===== src/abs_pkg.sv =====
// ----------------------------------------------------------------------------
// abs_pkg: shared types and helpers for the alpha blend sprite blitter
// Command, status and register codes, the queue entry and the /255 helper.
// ----------------------------------------------------------------------------
`default_nettype none

package abs_pkg;

    typedef enum logic [1:0] {
        CMD_BLEND = 2'd0,
        CMD_CLEAR = 2'd1,
        CMD_READ  = 2'd2
    } t_cmd;

    typedef enum logic [2:0] {
        ST_BLEND = 3'd0,
        ST_CLIP  = 3'd1,
        ST_CLEAR = 3'd2,
        ST_READ  = 3'd3,
        ST_BAD   = 3'd4
    } t_status;

    typedef enum logic [2:0] {
        CFG_FRAME_W     = 3'd0,
        CFG_FRAME_H     = 3'd1,
        CFG_SPRITE_W    = 3'd2,
        CFG_SPRITE_H    = 3'd3,
        CFG_POS_X       = 3'd4,
        CFG_POS_Y       = 3'd5,
        CFG_CLEAR_COLOR = 3'd6
    } t_cfg_idx;

    typedef struct packed {
        logic        [8:0]  frame_w;
        logic        [8:0]  frame_h;
        logic        [8:0]  sprite_w;
        logic        [8:0]  sprite_h;
        logic signed [10:0] pos_x;
        logic signed [10:0] pos_y;
        logic        [23:0] clear_color;
    } t_cfg;

    // classified item; the status doubles as the operation for the back end
    typedef struct packed {
        t_status          status;
        logic [7:0]       x;
        logic [7:0]       y;
        logic [2:0][7:0]  rgb;    // [2] red, [1] green, [0] blue
        logic [7:0]       alpha;
    } t_entry;

    localparam int unsigned QDEPTH = 2;
    localparam int unsigned QAW    = 1;

    // floor(v / 255) for v <= 255*255: reciprocal estimate plus one correction
    function automatic logic [7:0] div255(input logic [15:0] v);
        logic [24:0] t;
        logic [7:0]  q;
        logic [16:0] qm;
        logic [16:0] r;
        t  = {1'b0, v, 8'd0} + 25'(v);
        q  = t[23:16];
        qm = {1'b0, q, 8'd0} - 17'(q);
        r  = 17'(v) - qm;
        if (r >= 17'd255) begin
            q = q + 8'd1;
        end
        return q;
    endfunction

endpackage

`default_nettype wire


===== src/abs_front.sv =====
// ----------------------------------------------------------------------------
// abs_front: item intake and classification
// Maps sprite pixels to screen, checks bounds and queues the classified item.
// ----------------------------------------------------------------------------
`default_nettype none

module abs_front (
    input  wire             i_valid,
    output logic            o_ready,
    input  wire [63:0]      i_data,
    input  wire [1:0]       i_user,
    input  abs_pkg::t_cfg   i_cfg,
    input  wire             i_full,
    output logic            o_push,
    output abs_pkg::t_entry o_entry
);

    logic [7:0]         col, row, ax, ay;
    logic signed [12:0] sx, sy;
    logic signed [12:0] fw_s, fh_s;

    assign col = i_data[7:0];
    assign row = i_data[15:8];
    assign ax  = i_data[55:48];
    assign ay  = i_data[63:56];

    assign o_ready = !i_full;
    assign o_push  = i_valid && !i_full;

    assign fw_s = signed'({4'd0, i_cfg.frame_w});
    assign fh_s = signed'({4'd0, i_cfg.frame_h});
    // lower-left corner sits half a sprite (rounded down) below the center
    assign sx = 13'(i_cfg.pos_x) - signed'({5'd0, i_cfg.sprite_w[8:1]})
              + signed'({5'd0, col});
    assign sy = 13'(i_cfg.pos_y) - signed'({5'd0, i_cfg.sprite_h[8:1]})
              + signed'({5'd0, row});

    always_comb begin
        o_entry.rgb   = {i_data[23:16], i_data[31:24], i_data[39:32]};
        o_entry.alpha = i_data[47:40];
        o_entry.x     = ax;
        o_entry.y     = ay;
        o_entry.status = abs_pkg::ST_BAD;
        case (abs_pkg::t_cmd'(i_user))
            abs_pkg::CMD_BLEND: begin
                o_entry.x = sx[7:0];
                o_entry.y = sy[7:0];
                if ({1'b0, col} >= i_cfg.sprite_w || {1'b0, row} >= i_cfg.sprite_h) begin
                    o_entry.status = abs_pkg::ST_BAD;
                end else if (sx < 0 || sy < 0 || sx >= fw_s || sy >= fh_s) begin
                    o_entry.status = abs_pkg::ST_CLIP;
                end else begin
                    o_entry.status = abs_pkg::ST_BLEND;
                end
            end
            abs_pkg::CMD_CLEAR, abs_pkg::CMD_READ: begin
                if ({1'b0, ax} >= i_cfg.frame_w || {1'b0, ay} >= i_cfg.frame_h) begin
                    o_entry.status = abs_pkg::ST_BAD;
                end else if (abs_pkg::t_cmd'(i_user) == abs_pkg::CMD_CLEAR) begin
                    o_entry.status = abs_pkg::ST_CLEAR;
                end else begin
                    o_entry.status = abs_pkg::ST_READ;
                end
            end
            default: o_entry.status = abs_pkg::ST_BAD;
        endcase
    end

endmodule

`default_nettype wire


===== config.mk =====
export PLATFORM = sky130hd
export DESIGN_NAME = abs_front
export DESIGN_NICKNAME = d
export VERILOG_FILES = /design/src/abs_pkg.sv /design/src/abs_front.sv
export SDC_FILE = /design/constraint.sdc
export NUM_CORES = 1
export LEC_CHECK = 0
export ABC_AREA = 1
export BUFFER_PORTS_ARGS = -buffer_cell sky130_fd_sc_hd__buf_2
export CORE_UTILIZATION = 34
export DETAILED_ROUTE_END_ITERATION = 6
export GPL_ROUTABILITY_DRIVEN = 0
export PLACE_DENSITY = 0.71
export SETUP_SLACK_MARGIN = 0.02
export SYNTH_ARGS = -nofsm -noshare
export SYNTH_HDL_FRONTEND = slang
export SYNTH_SLANG_ARGS = --single-unit

===== constraint.sdc =====
create_clock -name vclk -period 4.5
set_input_delay 0.45 -clock vclk [all_inputs]
set_output_delay 0.45 -clock vclk [all_outputs]
set_load 0.05 [all_outputs]

==> run_results.csv <==
group,metric,value,unit
pwr,pwr_density_cell,201,nW/um^2
run_status,status,"completed",
logic_synthesis,ys_types,27,
die,fp.dieW,105,um
setup_path,arrival,3.75,ns
pwr,p_leak,0.00268,uW
timing,holdWs,0.900,ns
global_routing,antenna_found_initial,0,
setup_path,path_class,"input pin to output pin",
global_routing,gr-total-overflow,0,
layout,seq_cells,0,
logic_synthesis,synth_top_cell_by_area,"ha_1",
timing,finalCriticalPeriod,4.20,ns
run,maxCapViolCount,0,
logic_synthesis,yosysSeqAreaShare,0,
setup_path,crit_path_max_fanout,5,
die,initial_utilization,0.351,
logic_synthesis,synth_area,3640,sq um
die,die_h,105,um
global_routing,grt_first_pass_wirelength,13.9,mm
route,avgRoutedWirePerCell,9.76,um
logic_synthesis,syn_inst,617,
logic_synthesis,yosysTopAreaCellShare,0.265,
layout,nClkBuffers,0,
layout,final_area,4150,sq um
timing,fin_ws,0.300,ns
layout,syn2layout_area_growth,14.1,%
global_routing,grt_pass1_vias,3330,
layout,layout-drive-gt1-share,0.182,
pwr,ir_drop,0.0731,mV
die,fp-row-count,37,
timing,finalMaxSlewViolations,0,
place,pre_cts_ws,0.254,ns
logic_synthesis,synth-warning-count,0,
route,drt_pass1_iterations,4,
place,io_buffers,115,
timing,slew_headroom,0.663,
timing,setup_tns,0,ns
layout,seq_area,0,sq um
place,hpwl,7.52,mm
global_routing,grt_max_degree,20,
layout,nNetsFinal,944,
logic_synthesis,avgSynthCellArea,5.90,sq um
layout,diodes,0,
logic_synthesis,postSynthNetCount,860,
die,die_area,11100,sq um
timing,setup_violations,0,
die,core_area,10400,sq um
logic_synthesis,synth_most_common_cell,"nand2_1",
route,drt_iter0_markers,138,
timing,timing.final.crit_share,0.933,
die,io_pins,203,
route,num_vias,3699,
route,wl,8.15,mm
timing,worst_pin_slew,0.504,ns
setup_path,cp-end-kind,"output pin",
route,drc_errors,0,
pwr,p_total,834,uW
route,routed_via_density,4.43,
setup_path,critPathLaunchType,"input pin",
global_routing,groute.usage.overall,0.145,
timing,fmax,238,MHz
logic_synthesis,yosys-top-cells-count,"nand2_1 (165), inv_1 (156), ha_1 (77)",
timing,finalHoldViolCount,0,
hold_path,hold_path.class,"input pin to output pin",
setup_path,crit_required,4.05,ns
place,post_dp_cell_area,4140,sq um
route,ant_nets,0,
logic_synthesis,ys_top_cells_by_area,"ha_1 (26%), nand2_1 (17%), inv_1 (16%), fa_1 (8.8%), buf_4 (6.6%)",
-- critical path, cell delays in order --
cell and delay, ns:
buf_2 0.09, inv_1 0.05, fa_1 0.52, inv_1 0.04
ha_1 0.35, nand2_1 0.08, nand2_1 0.06, a31oi_1 0.28
o21ai_2 0.11, xor2_1 0.31, ha_1 0.31, nand2_1 0.07
nand2_1 0.05, a21oi_1 0.12, nand2_1 0.06, nand2_1 0.05
nand2_1 0.05, nor2_1 0.11, nand3_1 0.08, nor2_1 0.08
nand2_1 0.09, nand2_1 0.08, a21oi_2 0.05, buf_2 0.20
-- metal layers --
layer  vias up  global-route usage  routed length (um)  part of all wire
met1      1580               0.202                4210              0.52
met5         -                   0                   0                 0
met4         0             0.00805                  26            0.0032
li1       2032                   -                   -                 -
met3         6              0.0124                 406             0.050
met2        81               0.253                3500              0.43
-- area by class of cell --
type / count / area [sq um]
fillers: 1180 / 6220
well taps: 136 / 170
multi-input cells: 424 / 2800
repair buffers: 117 / 591
inverters: 158 / 593
-- placed cells by master (no fill, tap or decap), drive strengths merged, types with 2 or more instances in the layout --
cell type	instances
o21ai	9
ha	77
inv	157
nand4	11
nor3	3
a31oi	2
nand2	168
a21oi	36
buf	117
xor2	5
nand3	31
o21bai	2
xnor2	9
o2111ai	2
nor2	46
o211ai	2
fa	16
nand3b	4
-- path summary, 6_finish.rpt --
check	from	endpoint	slack, ns	depth (start not counted)
setup / recovery	i_data[3]	o_entry[48]	0.30	24
hold / removal	i_data[24]	o_entry[16]	0.90	0
-- timing repair --
item,in CTS,in global routing
endpoints found under the hold margin,0,0
endpoints found under the setup margin,0,1
gates resized for setup,0,1
buffers inserted,0,1
hold buffers,0,0
-- logic make-up (layout without fill, tap and decap cells) --
family | Yosys count | in the layout | share of synthesized area
AND/OR/NAND/NOR | 264 | 264 | 0.302
buffers and inverters | 193 | 275 | 0.232
adder cells (fa/ha/maj) | 93 | 93 | 0.353
AO/OA/AOI/OAI | 53 | 53 | 0.0795
XOR/XNOR | 14 | 14 | 0.0337
-- power by group --
group / internal (uW) / switching (uW) / total [uW]
clock network: 0 / 0 / 0
logic: 309 / 525 / 834
registers: 0 / 0 / 0
total: 309 / 525 / 834
-- metrics by stage --
| stage | cells | util |
|---|---|---|
| floorplan | 617 | - |
| global placement | 834 | 0.399 |
| detailed placement | 834 | 0.399 |
| CTS | 834 | 0.399 |
| global route | 835 | 0.400 |
| finish | 835 | 0.400 |
No activity file was read; power rests on OpenSTA's default activity.
