File: src/abs_pkg.sv
// ----------------------------------------------------------------------------
// abs_pkg: shared types and helpers for the alpha blend sprite blitter
// Command, status and register codes, the queue entry and the /255 helper.
// ----------------------------------------------------------------------------
`default_nettype none

package abs_pkg;

    typedef enum logic [1:0] {
        CMD_BLEND = 2'd0,
        CMD_CLEAR = 2'd1,
        CMD_READ  = 2'd2
    } t_cmd;

    typedef enum logic [2:0] {
        ST_BLEND = 3'd0,
        ST_CLIP  = 3'd1,
        ST_CLEAR = 3'd2,
        ST_READ  = 3'd3,
        ST_BAD   = 3'd4
    } t_status;

    typedef enum logic [2:0] {
        CFG_FRAME_W     = 3'd0,
        CFG_FRAME_H     = 3'd1,
        CFG_SPRITE_W    = 3'd2,
        CFG_SPRITE_H    = 3'd3,
        CFG_POS_X       = 3'd4,
        CFG_POS_Y       = 3'd5,
        CFG_CLEAR_COLOR = 3'd6
    } t_cfg_idx;

    typedef struct packed {
        logic        [8:0]  frame_w;
        logic        [8:0]  frame_h;
        logic        [8:0]  sprite_w;
        logic        [8:0]  sprite_h;
        logic signed [10:0] pos_x;
        logic signed [10:0] pos_y;
        logic        [23:0] clear_color;
    } t_cfg;

    // classified item; the status doubles as the operation for the back end
    typedef struct packed {
        t_status          status;
        logic [7:0]       x;
        logic [7:0]       y;
        logic [2:0][7:0]  rgb;    // [2] red, [1] green, [0] blue
        logic [7:0]       alpha;
    } t_entry;

    localparam int unsigned QDEPTH = 2;
    localparam int unsigned QAW    = 1;

    // floor(v / 255) for v <= 255*255: reciprocal estimate plus one correction
    function automatic logic [7:0] div255(input logic [15:0] v);
        logic [24:0] t;
        logic [7:0]  q;
        logic [16:0] qm;
        logic [16:0] r;
        t  = {1'b0, v, 8'd0} + 25'(v);
        q  = t[23:16];
        qm = {1'b0, q, 8'd0} - 17'(q);
        r  = 17'(v) - qm;
        if (r >= 17'd255) begin
            q = q + 8'd1;
        end
        return q;
    endfunction

endpackage

`default_nettype wire

File: src/abs_fifo.sv
// ----------------------------------------------------------------------------
// abs_fifo: short queue between front and back end
// Two entries of classified items, full and empty flags.
// ----------------------------------------------------------------------------
`default_nettype none

module abs_fifo (
    input  wire             i_clk,
    input  wire             i_rst_n,
    input  wire             i_push,
    input  abs_pkg::t_entry i_entry,
    output logic            o_full,
    input  wire             i_pop,
    output abs_pkg::t_entry o_head,
    output logic            o_empty
);

    abs_pkg::t_entry r_mem [abs_pkg::QDEPTH];
    logic [abs_pkg::QAW-1:0] r_wr_ptr;
    logic [abs_pkg::QAW-1:0] r_rd_ptr;
    logic [abs_pkg::QAW:0]   r_count;

    assign o_full  = (r_count == (abs_pkg::QAW+1)'(abs_pkg::QDEPTH));
    assign o_empty = (r_count == '0);
    assign o_head  = r_mem[r_rd_ptr];

    always_ff @(posedge i_clk) begin
        if (i_push) begin
            r_mem[r_wr_ptr] <= i_entry;
        end
    end

    always_ff @(posedge i_clk) begin
        if (!i_rst_n) begin
            r_wr_ptr <= '0;
            r_rd_ptr <= '0;
            r_count  <= '0;
        end else begin
            if (i_push) begin
                r_wr_ptr <= r_wr_ptr + 1'b1;
            end
            if (i_pop) begin
                r_rd_ptr <= r_rd_ptr + 1'b1;
            end
            case ({i_push, i_pop})
                2'b10:   r_count <= r_count + 1'b1;
                2'b01:   r_count <= r_count - 1'b1;
                default: r_count <= r_count;
            endcase
        end
    end

endmodule

`default_nettype wire

File: config.mk
export PLATFORM = sky130hd
export DESIGN_NAME = abs_fifo
export DESIGN_NICKNAME = d
export VERILOG_FILES = /design/src/abs_pkg.sv /design/src/abs_fifo.sv
export SDC_FILE = /design/constraint.sdc
export NUM_CORES = 1
export LEC_CHECK = 0
export BUFFER_PORTS_ARGS = -buffer_cell sky130_fd_sc_hd__buf_4
export CAP_MARGIN = 20
export CORE_MARGIN = 2
export CORE_UTILIZATION = 50
export CTS_CLUSTER_DIAMETER = 200
export DETAILED_ROUTE_END_ITERATION = 8
export PLACE_DENSITY = 0.87
export SYNTH_ARGS = -nofsm -noshare
export SYNTH_HDL_FRONTEND = slang
export SYNTH_SLANG_ARGS = --single-unit
File: constraint.sdc
create_clock -name i_clk -period 4.1 [get_ports i_clk]
set_input_delay 0.41 -clock i_clk [delete_from_list [all_inputs] [get_ports i_clk]]
set_output_delay 0.41 -clock i_clk [all_outputs]
set_load 0.02 [all_outputs]
==> flow_summary_export.csv <==
group,metric,value,unit
sta,min_period_over_period,0.558,
critical_path,max_stage_delay,710,ps
floorplanning,start_util,0.511,
clock_tree,cts.repair.resized,0,
critical_path,cp.arrival,1880,ps
clock_tree,clk_pin_slew,100,ps
cells_and_area,drive_gt1_frac,0.591,
synth,ys_seq_area_frac,0.814,
route,drc,0,
clock_tree,cts_tree,"done",
floorplanning,fp-row-count,32,
grt,grt_first_pass_wirelength,10.3,mm
sta,tns,0,ps
route,via_per_inst,4.86,
sta,finalHoldViolCount,0,
critical_path,cp_cell_sequence,"buf_12 > mux2_2 > buf_4",
critical_path,r2r-start,"r_wr_ptr",
floorplanning,io_pins,108,
synth,synth_seq_cells,107,
cells_and_area,layout_commonest_cell,"buf_4",
synth,synthFlopType,"edfxtp_1",
placed_design,gp_congestion,0.643,
critical_path,r2r-end,"r_mem[0][32]",
cells_and_area,multi_input_area,696,µm²
sta,finalSetupViolations,0,
placed_design,port_buffers,107,
synth,avgSynthCellArea,21.5,µm²
pwr,switching_power,513,µW
floorplanning,fp.dieH,92.1,µm
route,drt_iter0_drc,56,
cells_and_area,final_util,0.665,
clock_tree,post-cts-setup-buffers,0,
route,ant_nets,0,
route,dr.pass1.iters,4,
critical_path,cp_num_buf_inv,2,
synth,synth_cells,181,
grt,grtUsageTotal,0.163,
synth,syn_nets,237,
pwr,p_sw_frac,0.219,
critical_path,crit_fanout,29,
clock_tree,clk_latency,360,ps
clock_tree,cts_sinks,107,
sta,rsz0062_at_grt,"no",
critical_path,path_depth,3,
pwr,pwr-share-comb,0.139,
clock_tree,cts_max_path_buffers,2,
critical_path,reg2reg_depth,2,
critical_path,crit_type,"reg -> out",
run,maxCapViolCount,0,
critical_path,slowest_stage,"dfxtp_2",
critical_path,path_delay_family,"flip-flops",
synth,synth_edf_count,102,
floorplanning,dieWidth,92.1,µm
pwr,p_seq_frac,0.548,
placed_design,hpwl,4.33,mm
cells_and_area,fin_nets,352,
sta,drv_slew,0,
pwr,p_clk_frac,0.313,
cells_and_area,diodes,0,
clock_tree,cts_buffers,9,
sta,fmax,0.437,GHz
clock_tree,htreeDepth,3,
pwr,intPower,1830,µW
grt,antenna_found_initial,0,
route,wl_per_cell,16.2,µm
sta,slew_headroom,0.376,
grt,overflow,0,
sta,fin_worst_skew,15.5,ps
synth,synth_area_leaders,"edfxtp_1, mux2_2, dfxtp_1, buf_2, and2_1",
critical_path,endpoint_kind,"output port",
grt,grt_pass1_vias,2165,
cells_and_area,syn2layout_area_growth,30.3,%
floorplanning,core,7610,µm²
cells_and_area,nFillCells,530,
critical_path,critPathRequiredTime,3690,ps
synth,synth-async-reset-ratio,0,
floorplanning,die-area,8490,µm²
cells_and_area,layout_common_cells,"buf_4, edfxtp_1, mux2_2",
pwr,p_per_area,463,nW/µm²
pwr,peakVddDrop,0.000335,V
sta,worst_pin_slew,934,ps
synth,synth_top_area_frac,0.789,
synth,syn_area,3880,µm²
critical_path,critPathLaunchType,"register",
route,drt-total-wl,6.53,mm
synth,yosys_warnings,0,
cells_and_area,seq_area,3160,µm²
pwr,p_leak,0.00189,µW
grt,grt_max_degree,34,
synth,synth.distinct_cells,16,
clock_tree,ctsHoldBuffers,0,
status,status,"complete, no violations",
worst_hold_path,hold_class,"in -> reg",
route,vias,1960,
sta,fin_crit,2290,ps
clock_tree,cts_root_buf,"clkbuf_8",
critical_path,crit_path_end,"o_head[45]",
synth,yosys.area.top_type,"edfxtp_1",
critical_path,reg2reg_slack,2260,ps
worst min-delay path by stage:
stage	start	endpoint	slack, ps	cells after the start
3_5_place_dp	r_count[1]	r_count[1]	510	2
5_1_grt	i_entry[30]	r_mem[1][30]	200	1
6_report	i_entry[18]	r_mem[0][18]	230	1
3_3_place_gp	r_count[1]	r_count[1]	490	2
4_1_cts	i_entry[16]	r_mem[1][16]	210	1
2_1_floorplan	r_count[1]	r_count[1]	470	2
cell usage after synthesis, types with 2 or more instances:
cell / instances
dfxtp_1: 5
edfxtp_1: 102
xnor2_1: 2
nor2_1: 2
buf_2: 6
mux2_2: 51
and2_1: 4
sequential cells by signal, summed over array words and instances (netlist names), named ones only:
signal / count
r_mem: 102
r_count: 2
r_rd_ptr: 1
r_wr_ptr: 1
metal layers:
| layer | track usage | vias to the layer above | share of wire |
|---|---|---|---|
| met5 | 0 | - | 0 |
| met4 | 0.0746 | 0 | 0.015 |
| met3 | 0.0501 | 10 | 0.054 |
| met2 | 0.280 | 59 | 0.54 |
| met1 | 0.187 | 957 | 0.39 |
| li1 | - | 934 | - |
power by group through the flow:
stage / clock, µW / sequential, µW / combinational [µW]
finish: 733 / 1280 / 325
global route: 791 / 1290 / 346
CTS: 752 / 1290 / 330
detailed placement: 0 / 1310 / 329
global placement: 0 / 1320 / 310
floorplan: 0 / 1300 / 186
worst register-to-register path: cells and delay by family (launching register included):
family,cells,cell delay [ps]
buffers and inverters,1,430
AND/OR/NAND/NOR,1,740
flip-flops,1,350
stage by stage:
step | instance area [µm²] | instances | hold WS [ps] | total power [µW] | setup WS [ps]
CTS | 5060 | 403 | 212 | 2370 | 1740
global placement | 4810 | 386 | 485 | 1630 | 1890
global route | 5060 | 403 | 201 | 2430 | 1660
floorplan | 3880 | 181 | 466 | 1480 | 998
detailed placement | 4830 | 387 | 507 | 1640 | 1970
finish | 5060 | 403 | 228 | 2340 | 1810
area by class of cell:
cell class | count | share of cell area
tap | 102 | 0.0252
sequential | 107 | 0.625
multi-input combinational | 67 | 0.137
timing repair buffer | 110 | 0.166
inverter | 1 | 0.000741
clock inverter | 5 | 0.0200
clock buffer | 11 | 0.0260
cells by family (layout without fill, tap and decap cells):
kind of cell | after synthesis | count (layout) | synth area share
buf+inv | 7 | 127 | 0.00870
fa+ha+maj | 1 | 1 | 0.00322
flops | 107 | 107 | 0.814
xor+xnor | 3 | 3 | 0.00677
simple gates | 9 | 9 | 0.0139
mux | 51 | 51 | 0.148
compound gates | 3 | 3 | 0.00515
Power figures use the tool's default switching activity.
